$ cat src/hdl/jvr_pkg.sv
`timescale 1ns / 1ps

package jvr_pkg;

    // Register indexes of the configuration port
    localparam logic [2:0] CFG_ALPHA     = 3'd0;
    localparam logic [2:0] CFG_SNAP      = 3'd1;
    localparam logic [2:0] CFG_LIN_STEP  = 3'd2;
    localparam logic [2:0] CFG_ANG_STEP  = 3'd3;
    localparam logic [2:0] CFG_LIN_FLOOR = 3'd4;
    localparam logic [2:0] CFG_LIN_CEIL  = 3'd5;
    localparam logic [2:0] CFG_ANG_FLOOR = 3'd6;
    localparam logic [2:0] CFG_ANG_CEIL  = 3'd7;

    localparam int CFG_DATA_W = 17;

    // Unity filter weight in Q1.16
    localparam logic [16:0] ALPHA_ONE = 17'd65536;

    // Register reset values
    localparam logic [16:0]        RST_ALPHA = 17'd6554;
    localparam logic [14:0]        RST_SNAP  = 15'd41;
    localparam logic [14:0]        RST_STEP  = 15'd410;
    localparam logic signed [15:0] RST_FLOOR = 16'sd0;
    localparam logic signed [15:0] RST_CEIL  = 16'sd8192;

    // Buttons of one item, folded to the directions they mean
    typedef struct packed {
        logic start;
        logic left;
        logic right;
        logic fwd;
        logic back;
        logic slower;
        logic faster;
    } t_pad;

    // Settings of one target ramp
    typedef struct packed {
        logic [14:0]        step;
        logic signed [15:0] floor_val;
        logic signed [15:0] ceil_val;
    } t_ramp_cfg;

endpackage

$ cat src/hdl/jvr_target_ramp.sv
`timescale 1ns / 1ps

module jvr_target_ramp (
    input  logic signed [15:0]  i_target,
    input  logic                i_down,
    input  logic                i_up,
    input  jvr_pkg::t_ramp_cfg  i_cfg,
    output logic signed [15:0]  o_next
);
    import jvr_pkg::*;

    logic signed [17:0] step_ext;
    logic signed [17:0] sum;
    logic signed [17:0] lo;
    logic signed [17:0] hi;

    always_comb begin
        step_ext = {3'b000, i_cfg.step};
        lo  = {{2{i_cfg.floor_val[15]}}, i_cfg.floor_val};
        hi  = {{2{i_cfg.ceil_val[15]}}, i_cfg.ceil_val};
        sum = {{2{i_target[15]}}, i_target} + (i_down ? -step_ext : step_ext);
        // With no bumper the target is left alone, unclamped.
        if (!i_down && !i_up) begin
            o_next = i_target;
        end else if (sum < lo) begin
            o_next = i_cfg.floor_val;
        end else if (sum > hi) begin
            o_next = i_cfg.ceil_val;
        end else begin
            o_next = sum[15:0];
        end
    end

endmodule

$ cat config.mk
export PLATFORM = sky130hd
export DESIGN_NAME = jvr_target_ramp
export DESIGN_NICKNAME = d
export VERILOG_FILES = /design/src/hdl/jvr_pkg.sv /design/src/hdl/jvr_target_ramp.sv
export SDC_FILE = /design/constraint.sdc
export NUM_CORES = 1
export LEC_CHECK = 0
export BUFFER_PORTS_ARGS = -buffer_cell sky130_fd_sc_hd__clkbuf_2
export CORE_MARGIN = 2
export CORE_UTILIZATION = 59
export DETAILED_ROUTE_END_ITERATION = 12
export PLACE_DENSITY = 0.95
export SLEW_MARGIN = 30
export SYNTH_ARGS = -nofsm -noshare
export SYNTH_HDL_FRONTEND = slang
export SYNTH_SLANG_ARGS = --single-unit
$ cat constraint.sdc
create_clock -name vclk -period 11.9
set_input_delay 1.19 -clock vclk [all_inputs]
set_output_delay 1.19 -clock vclk [all_outputs]
set_load 0.005 [all_outputs]
==> results by group <==
Outcome
  – Outcome: complete, no violations

Logic synthesis
  – Commonest cells post-synth: ha_1, inv_1, a21oi_1
  – Post-Syn Instances: ~360
  – Sequential share of the synthesized area: 0%
  – Top cells by area, synth: ha_1, inv_1, xnor2_1
  – Syn_nets: around 480
  – Synth area leader: ha_1
  – Post-synth top area share: 28.08%
  – Synth Cell Area: 2451 sq um
  – Count leader, synth: ha_1
  – Post-synth cell types: 46
  – Avg Cell Area, Syn: slightly below 7 sq um
  – Synth warn: 0

Die
  – Io pins: around 80
  – Rows: 23
  – DIE WIDTH: between 60 and 70 um
  – DIE AREA: 4686 sq um
  – Core area: between 4000 and 5000 sq um
  – Initial Util: between 60% and 70%
  – Die Y: between 60 and 70 um

Layout
  – Share of layout cells above drive strength 1: roughly 22%
  – P&R area growth vs syn: 18.07%
  – Non-filler cells, final: approximately 480
  – Clock buffers: 0
  – FF+latch count: 0
  – Register area: 0 sq um
  – Total Nets Final: 554
  – Diode count: 0
  – Util after Layout: 72.35%

Timing
  – Final setup TNS: 0 ns
  – Final Critical Period: ~7.8 ns
  – Fin Hold WS: about 2.7 ns
  – RSZ-0062 raised after global routing: no
  – Final setup viols: 0
  – Max-slew violation count: 0
  – Max Fclk: 127.8 MHz
  – Tcrit/Tclk final: 65.76%
  – Worst Setup Slack, final: 4.074 ns
  – Slew at the pin closest to its max-slew limit: approximately 0.93 ns
  – Rel. slew slack: 37.70%
  – Fin. Hold Viols: 0

Route
  – WL final: approximately 7000 um
  – DRC: 0
  – Via count: 2913
  – Pre-antenna DRT Iters: 5
  – Antenna violation net count after detailed routing: 0
  – Avg Vias per Cell: 6.056
  – Iteration-0 DRC count of the detailed router: about 270
  – Wire per inst: between 10 and 15 um

Clock tree
  – Post-CTS setup buffers: 0
  – # resized after CTS: 0
  – Hold-fix buffers, CTS: 0

Setup path
  – Worst EP arrival: approximately 6.6 ns
  – Crit path capture type: primary output
  – Type of origin of the critical path: input pin
  – Required time worst endpoint: 10.71 ns
  – Critical path type: input pin to primary output
  – Crit Path Max Fanout: 15

GRT
  – Initial antenna violation count: 0
  – Vias in the first global route: roughly 2600
  – Pin count of the biggest net entering global routing: 23
  – Gr ovfl total: 0
  – GRT Util Overall: roughly 29%
  – First-pass GRT wire length: around 11000 um

Run
  – Maxcap violations: 0

Min path
  – HP Class: input pin to primary output
  – Hold path cells: 4
  – Hold Path End: o_next[2]
  – Hold path start: i_target[2]

Pwr
  – Leakage dissipation: ~0.0016 uW
  – Power per cell area: slightly below 100 nW/um^2
  – Worst vdd ir: roughly 0.000048 V

Place
  – GP Congestion: 0.8883
  – PortBufs: between 80 and 90
  – Dpl cells: around 480
  – Setup WS pre-CTS: about 4.1 ns
  – Post-detail-place hpwl: ~6000 um
==> worst max-delay path by stage <==
stage	from	to	slack, ns	depth (start not counted)
3_5_place_dp	i_cfg[32]	o_next[7]	4.14	24
6_report	i_cfg[32]	o_next[7]	4.07	25
4_1_cts	i_cfg[32]	o_next[7]	4.12	24
2_1_floorplan	i_cfg[33]	o_next[13]	5.09	25
3_3_place_gp	i_cfg[32]	o_next[14]	4.35	24
5_1_grt	i_cfg[33]	o_next[7]	3.65	27
==> layout by cell type, fill, tap and decap left out, types with 7 or more instances in the layout <==
cell      netlist  routed
clkbuf_2        0      81
ha_1           55      55
inv_1          45      45
a21oi_1        29      29
nand2_1        27      27
nor2_1         22      21
xnor2_1        19      19
o21ai_0        19      19
nand3_1        19      19
a21o_1         11      11
nor3_1         10      10
nand4_1        10      10
o31ai_1         7       7
or3_1           7       7
xor2_1          7       7
==> routing by layer <==
metal  vias up  part of all wire (%)  wire, um  track usage [%]
met5         -                     0         0                0
met4         0                   2.2       156            6.500
met3        20                   7.1       498            1.480
met2       121                    47      3283            51.80
met1      1330                    44      3043            39.20
li1       1442                     -         -                -
==> critical path, cell delays in order <==
cell and delay, ns:
clkbuf_2 0.11, inv_1 0.06, ha_1 0.15, nand2_1 0.06
or3_1 0.32, nand2_1 0.09, xnor2_1 0.12, ha_1 0.29
or2_2 0.29, a21oi_1 0.19, a211oi_1 0.08, o21ai_0 0.61
o21ai_0 0.29, a31oi_1 0.26, xnor2_1 0.20, ha_1 0.30
nand4_1 0.12, nor2_1 0.09, a41oi_1 0.24, o21ai_0 0.10
a21oi_1 0.37, buf_4 0.32, mux2_2 0.37, a221o_1 0.32
clkbuf_2 0.11
==> layout make-up <==
class | instances | area, sq um
tap | 50 | 62.56
fill | 318 | 1106
inverter | 45 | 168.9
multi-input combinational | 303 | 2242
timing repair buffer | 83 | 420.4
==> where the power goes <==
group,leakage [uW],total (uW),internal (uW),switching [uW]
Clock,0,0,0,0
Sequential,0,0,0,0
Combinational,0.00156,286,127,159
Total,0.00156,286,127,159
==> logic make-up (layout without fill, tap and decap cells) <==
logic type | Yosys count | count (layout) | share of synthesized area, %
XOR/XNOR | 26 | 26 | 9.291
multiplexers | 10 | 10 | 4.645
adder cells (fa/ha/maj) | 56 | 56 | 28.89
AND/OR/NAND/NOR | 111 | 111 | 22.05
AO/OA/AOI/OAI | 100 | 100 | 26.49
buffers and inverters | 54 | 128 | 8.626
==> per-stage QoR <==
step | cell area [sq um] | total power [uW]
3_3_place_gp | 2892 | 267.0
5_1_grt | 2894 | 316.4
6_report | 2894 | 285.7
3_5_place_dp | 2892 | 278.1
2_1_floorplan | 2451 | 198.6
4_1_cts | 2892 | 279.4
Power figures use the tool's default switching activity.
